--- config.mk ---
export PLATFORM = sky130hd
export DESIGN_NAME = rem_ctrl
export DESIGN_NICKNAME = d
export VERILOG_FILES = /design/src/hw/rtl/rem_pkg.sv /design/src/hw/rtl/rem_ctrl.sv
export SDC_FILE = /design/constraint.sdc
export NUM_CORES = 1
export LEC_CHECK = 0
export ABC_CLOCK_PERIOD_IN_PS = 4300
export BUFFER_PORTS_ARGS = -buffer_cell sky130_fd_sc_hd__buf_2
export CORE_UTILIZATION = 50
export DETAILED_ROUTE_END_ITERATION = 16
export PLACE_DENSITY = 0.74
export SETUP_SLACK_MARGIN = 0.05
export SLEW_MARGIN = 20
export SYNTH_ARGS = -nofsm -noshare
export SYNTH_HDL_FRONTEND = slang
export SYNTH_SLANG_ARGS = --single-unit
export TNS_END_PERCENT = 20
--- constraint.sdc ---
create_clock -name clock -period 4.3 [get_ports clock]
set_input_delay 0.43 -clock clock [delete_from_list [all_inputs] [get_ports clock]]
set_output_delay 0.43 -clock clock [all_outputs]
set_load 0.02 [all_outputs]
--- src/hw/rtl/rem_pkg.sv ---
// ----------------------------------------------------------------------------
// rem_pkg
// Shared widths, step counts and controller/datapath interface types for the
// regression error metrics block.
// ----------------------------------------------------------------------------
package rem_pkg;

   localparam int VALUE_BITS = 16;
   localparam int CNT_BITS   = 17;
   localparam int RES_BITS   = 51;
   localparam int SUM_BITS   = 32;
   localparam int SQ_BITS    = 47;
   localparam int MSE_BITS   = 35;
   localparam int RMSE_BITS  = 18;
   localparam int R2_BITS    = 32;

   localparam int PROD_A_BITS = 64;   // n * sum_y2
   localparam int PROD_N_BITS = 68;   // ss_res * n
   localparam int DNUM_BITS   = 84;   // divider numerator
   localparam int DDIV_BITS   = 64;   // divider divisor
   localparam int SRAD_BITS   = 36;   // square root radicand
   localparam int SREM_BITS   = 22;   // square root partial remainder

   localparam logic [CNT_BITS-1:0] MAX_PAIRS = CNT_BITS'(65536);

   localparam int MUL_STEPS  = CNT_BITS;
   localparam int DIV_STEPS  = DNUM_BITS;
   localparam int SQRT_STEPS = SRAD_BITS / 2;
   localparam int STEP_BITS  = 7;

   localparam logic [R2_BITS-1:0] R2_ONE     = R2_BITS'(65536);
   localparam logic [R2_BITS-1:0] R2_SAT     = 32'h8000_0000;
   localparam logic [R2_BITS-1:0] R2_Q_LIMIT = 32'd2147549184;

   // Commands from the controller to the datapath
   typedef struct packed {
      logic acc;        // accumulate the accepted word
      logic mul_load;   // start the shift-add products, latch sum_y^2
      logic mul_step;   // one shift-add step
      logic div_mse;    // load divider with ss_res / n
      logic div_r2;     // load divider with the R2 ratio
      logic div_step;   // one restoring divide step
      logic sqrt_load;  // store mse, load square root
      logic sqrt_step;  // one square root step
      logic out_load;   // load result register and clear accumulators
   } cmd_type;

   // Status from the datapath to the controller
   typedef struct packed {
      logic spread;     // n*sum_y2 > sum_y^2
      logic out_full;   // result register occupied and not taken this cycle
   } stat_type;

endpackage

--- src/hw/rtl/rem_ctrl.sv ---
// ----------------------------------------------------------------------------
// rem_ctrl
// Sequencer: accepts words while idle, then steps the multiply, divide and
// square root phases of the datapath at the end of each data set.
// ----------------------------------------------------------------------------
module rem_ctrl (
   input  logic              clock,
   input  logic              reset,
   input  logic              req_tvalid,
   input  logic              req_tlast,
   output logic              req_tready,
   input  rem_pkg::stat_type stat,
   output rem_pkg::cmd_type  cmd
);

   localparam logic [3:0] S_IDLE  = 4'd0;
   localparam logic [3:0] S_MLOAD = 4'd1;
   localparam logic [3:0] S_MUL   = 4'd2;
   localparam logic [3:0] S_DMSE  = 4'd3;
   localparam logic [3:0] S_DIV1  = 4'd4;
   localparam logic [3:0] S_SLOAD = 4'd5;
   localparam logic [3:0] S_SQRT  = 4'd6;
   localparam logic [3:0] S_RLOAD = 4'd7;
   localparam logic [3:0] S_DIV2  = 4'd8;
   localparam logic [3:0] S_OUT   = 4'd9;

   logic [3:0]                    state_ff, state_in;
   logic [rem_pkg::STEP_BITS-1:0] step_ff, step_in;
   logic                          take;

   assign req_tready = (state_ff == S_IDLE);
   assign take       = req_tvalid & req_tready;

   // Next state, step count and commands
   always_comb begin
      state_in = state_ff;
      step_in  = step_ff;
      cmd      = '0;
      unique case (state_ff)
         S_IDLE: begin
            if (take) begin
               cmd.acc = 1'b1;
               if (req_tlast) state_in = S_MLOAD;
            end
         end
         S_MLOAD: begin
            cmd.mul_load = 1'b1;
            step_in      = '0;
            state_in     = S_MUL;
         end
         S_MUL: begin
            cmd.mul_step = 1'b1;
            step_in      = step_ff + 1'b1;
            if (step_ff == rem_pkg::STEP_BITS'(rem_pkg::MUL_STEPS - 1)) state_in = S_DMSE;
         end
         S_DMSE: begin
            cmd.div_mse = 1'b1;
            step_in     = '0;
            state_in    = S_DIV1;
         end
         S_DIV1: begin
            cmd.div_step = 1'b1;
            step_in      = step_ff + 1'b1;
            if (step_ff == rem_pkg::STEP_BITS'(rem_pkg::DIV_STEPS - 1)) state_in = S_SLOAD;
         end
         S_SLOAD: begin
            cmd.sqrt_load = 1'b1;
            step_in       = '0;
            state_in      = S_SQRT;
         end
         S_SQRT: begin
            cmd.sqrt_step = 1'b1;
            step_in       = step_ff + 1'b1;
            if (step_ff == rem_pkg::STEP_BITS'(rem_pkg::SQRT_STEPS - 1)) state_in = S_RLOAD;
         end
         S_RLOAD: begin
            step_in = '0;
            if (stat.spread) begin
               cmd.div_r2 = 1'b1;
               state_in   = S_DIV2;
            end else begin
               state_in = S_OUT;
            end
         end
         S_DIV2: begin
            cmd.div_step = 1'b1;
            step_in      = step_ff + 1'b1;
            if (step_ff == rem_pkg::STEP_BITS'(rem_pkg::DIV_STEPS - 1)) state_in = S_OUT;
         end
         S_OUT: begin
            if (!stat.out_full) begin
               cmd.out_load = 1'b1;
               state_in     = S_IDLE;
            end
         end
         default: state_in = S_IDLE;
      endcase
   end

   // Advance state
   always_ff @(posedge clock) begin
      if (reset) begin
         state_ff <= S_IDLE;
         step_ff  <= '0;
      end else begin
         state_ff <= state_in;
         step_ff  <= step_in;
      end
   end

endmodule

==> impl_metrics.env <==
export IMPL_yosys_area_top_type="dfxtp_1"
export IMPL_ys_async_sr_fraction_pct=0
export IMPL_leakage_nw=0.307
export IMPL_grt_pass1_wl_um=2240
export IMPL_dpl_hpwl_um=1080
export IMPL_slowest_stage="dfxtp_1"
export IMPL_period_needed_ps=2170
export IMPL_clockBufferDepth=2
export IMPL_grt_pass1_vias=519
export IMPL_wl_um=1510
export IMPL_hold_viol=0
export IMPL_dpl_worst_slack_ps=2010
export IMPL_dr_total_vias=681
export IMPL_yosysMostFrequentCell="dfxtp_1"
export IMPL_ctsHoldBuffers=0
export IMPL_antenna_left=0
export IMPL_rsz0062_at_grt="false"
export IMPL_synthFlopType="dfxtp_1"
export IMPL_vias_per_cell=5.92
export IMPL_drive_above_1_share_pct=24.0
export IMPL_clock_latency_ps=270
export IMPL_hp_class="primary input to flip-flop"
export IMPL_drc=0
export IMPL_firstDrtPassIters=4
export IMPL_die_w_um=40.4
export IMPL_critPathArrivalTime_ps=1740
export IMPL_gp_congestion=0.740
export IMPL_critPathTopFamily="flip-flops"
export IMPL_dr_first_iter_drc_count=7
export IMPL_p_per_area_mw_per_mm2=438
export IMPL_grt_total_usage_pct=20.5
export IMPL_syn_area_sq_um=738
export IMPL_critical_path_max_fanout=13
export IMPL_n_fill_cell=135
export IMPL_ys_top_cells_by_count="dfxtp_1 (11), nor3_1 (10), nor2_1 (7)"
export IMPL_cp_depth=3
export IMPL_pin_count=16
export IMPL_drv_slew=0
export IMPL_critPathLaunchType="flip-flop"
export IMPL_worstRegToRegCells=4
export IMPL_cts_inserted_buffers=3
export IMPL_post_cts_buffers=0
export IMPL_post_cts_resized=0
export IMPL_seq_area_frac_synth_pct=29.8
export IMPL_outcome="finished, final reports clean"
export IMPL_cap_violations=0
export IMPL_num_antenna_cells=0
export IMPL_max_freq_ghz=0.461
export IMPL_port_buffers=15
export IMPL_grt_antenna_before_repair=0
export IMPL_root_buffer="clkbuf_4"
export IMPL_nets=110
export IMPL_end_kind="primary output"
export IMPL_critical_path_max_stage_delay_ps=610
export IMPL_htreeDepth=1
export IMPL_clkTransAtPathRegs_ps=70
export IMPL_coreArea_sq_mm=0.00133
export IMPL_final_setup_worst_slack_ps=2130
export IMPL_synth_nets=96
export IMPL_synth_distinct_cells=32
export IMPL_relSlewSlack_pct=54.2
export IMPL_setup_viol=0
export IMPL_die_h_um=40.4
export IMPL_tritoncts="built"
export IMPL_row_count=13
export IMPL_wire_per_inst_um=13.2
export IMPL_syn2layout_area_growth_pct=10.2
export IMPL_crit_chain="or2b_2 -> a211oi_1 -> buf_2"
export IMPL_grt_overflow=0
export IMPL_tightest_slew_ps=683
export IMPL_tns_ps=0
export IMPL_worstSetupPathType="flip-flop to primary output"
export IMPL_initial_core_util_pct=55.3
export IMPL_cp_required_ps=3870
export IMPL_ys_warn_count=0
export IMPL_fin_skew_ps=2.00
export IMPL_die_area_sq_mm=0.00163
export IMPL_ir_worst_vdd_v=0.000203
export IMPL_cts_sinks=11
export IMPL_post_route_period_util_pct=50.4
export IMPL_synth_area_leaders="dfxtp_1 (30%), nor3_1 (6.8%), a311oi_1 (5.9%)"
export IMPL_synth_top_area_share_pct=29.8
export IMPL_synth_cells=87
export IMPL_synth_edff_count=0
export IMPL_grt_max_degree=16
export IMPL_ys_ff_latch=11
export IMPL_hold_depth=2
export IMPL_cp_buffers_inverters=1
export IMPL_avgSynthCellArea_sq_um=8.49
## registers in the layout, summed over array words and instances (netlist names)
name	count
step_ff	7
state_ff	4
## worst paths after layout
path | startpoint | end | slack (ps)
max | state_ff[2]$_SDFFE_PP0P_ | cmd[3] | 2130
min reg2reg | step_ff[6]$_SDFFE_PP0P_ | step_ff[6]$_SDFFE_PP0P_ | 530
max reg2reg | state_ff[3]$_SDFFE_PP0P_ | step_ff[5]$_SDFFE_PP0P_ | 2370
min | reset | state_ff[3]$_SDFFE_PP0P_ | 480
## power breakdown
part | total (mW) | internal [mW] | leakage [nW] | switching, mW
registers | 0.136 | 0.112 | 0.0891 | 0.0241
clock network | 0.0714 | 0.0359 | 0.0150 | 0.0354
logic | 0.149 | 0.0579 | 0.203 | 0.0911
## placed cells by master, fill, tap and decap left out, types with 2 or more instances in the layout
| cell type | n |
|---|---|
| nor3_1 | 9 |
| clkbuf_4 | 3 |
| xor2_1 | 2 |
| nand3_1 | 2 |
| buf_2 | 15 |
| ha_1 | 3 |
| and2_1 | 2 |
| and3_1 | 2 |
| nor2_1 | 7 |
| dfxtp_1 | 11 |
| nand2_1 | 5 |
| nand2b_1 | 4 |
| a311oi_1 | 5 |
| or2b_2 | 3 |
| or4b_1 | 2 |
| a41oi_1 | 2 |
| mux2i_1 | 2 |
| a21oi_1 | 5 |
| inv_1 | 2 |
| a211oi_1 | 2 |
| nor3_2 | 2 |
## kinds of logic (layout without fill, tap and decap cells)
| logic type | after synthesis | after routing | synth area share [%] |
|---|---|---|---|
| simple gates | 42 | 42 | 32.2 |
| fa+ha+maj | 3 | 3 | 5.09 |
| mux | 2 | 2 | 2.71 |
| buf+inv | 8 | 21 | 7.80 |
| flops | 11 | 11 | 29.8 |
| xor+xnor | 3 | 3 | 3.56 |
| compound gates | 18 | 18 | 18.8 |
## routing by layer
metal | wire [um] | part of all wire [%] | global-route usage [%]
met5 | 0 | 0 | 0
met4 | 10 | 0.66 | 5.00
met3 | 64 | 4.2 | 6.67
met2 | 682 | 45 | 30.2
met1 | 756 | 50 | 28.6
## per-stage QoR
stage               area [sq um]  hold WS (ps)  total power [mW]  util, %  instances
global route                 813           481             0.382     61.0        115
global placement             782           506             0.282     58.6        111
floorplan                    738           470             0.259        -         87
CTS                          808           477             0.357     60.6        115
detailed placement           782           520             0.286     58.6        111
finish                       813           480             0.357     61.0        115
## final cells by class
type / count / area, sq um / area share (%)
multi-input combinational: 68 / 465 / 57.2
sequential: 11 / 220 / 27.1
timing repair buffer: 15 / 75.1 / 9.23
clock buffer: 4 / 26.3 / 3.23
tap: 15 / 18.8 / 2.31
inverter: 2 / 7.51 / 0.923
(Power assumes the default switching activity.)
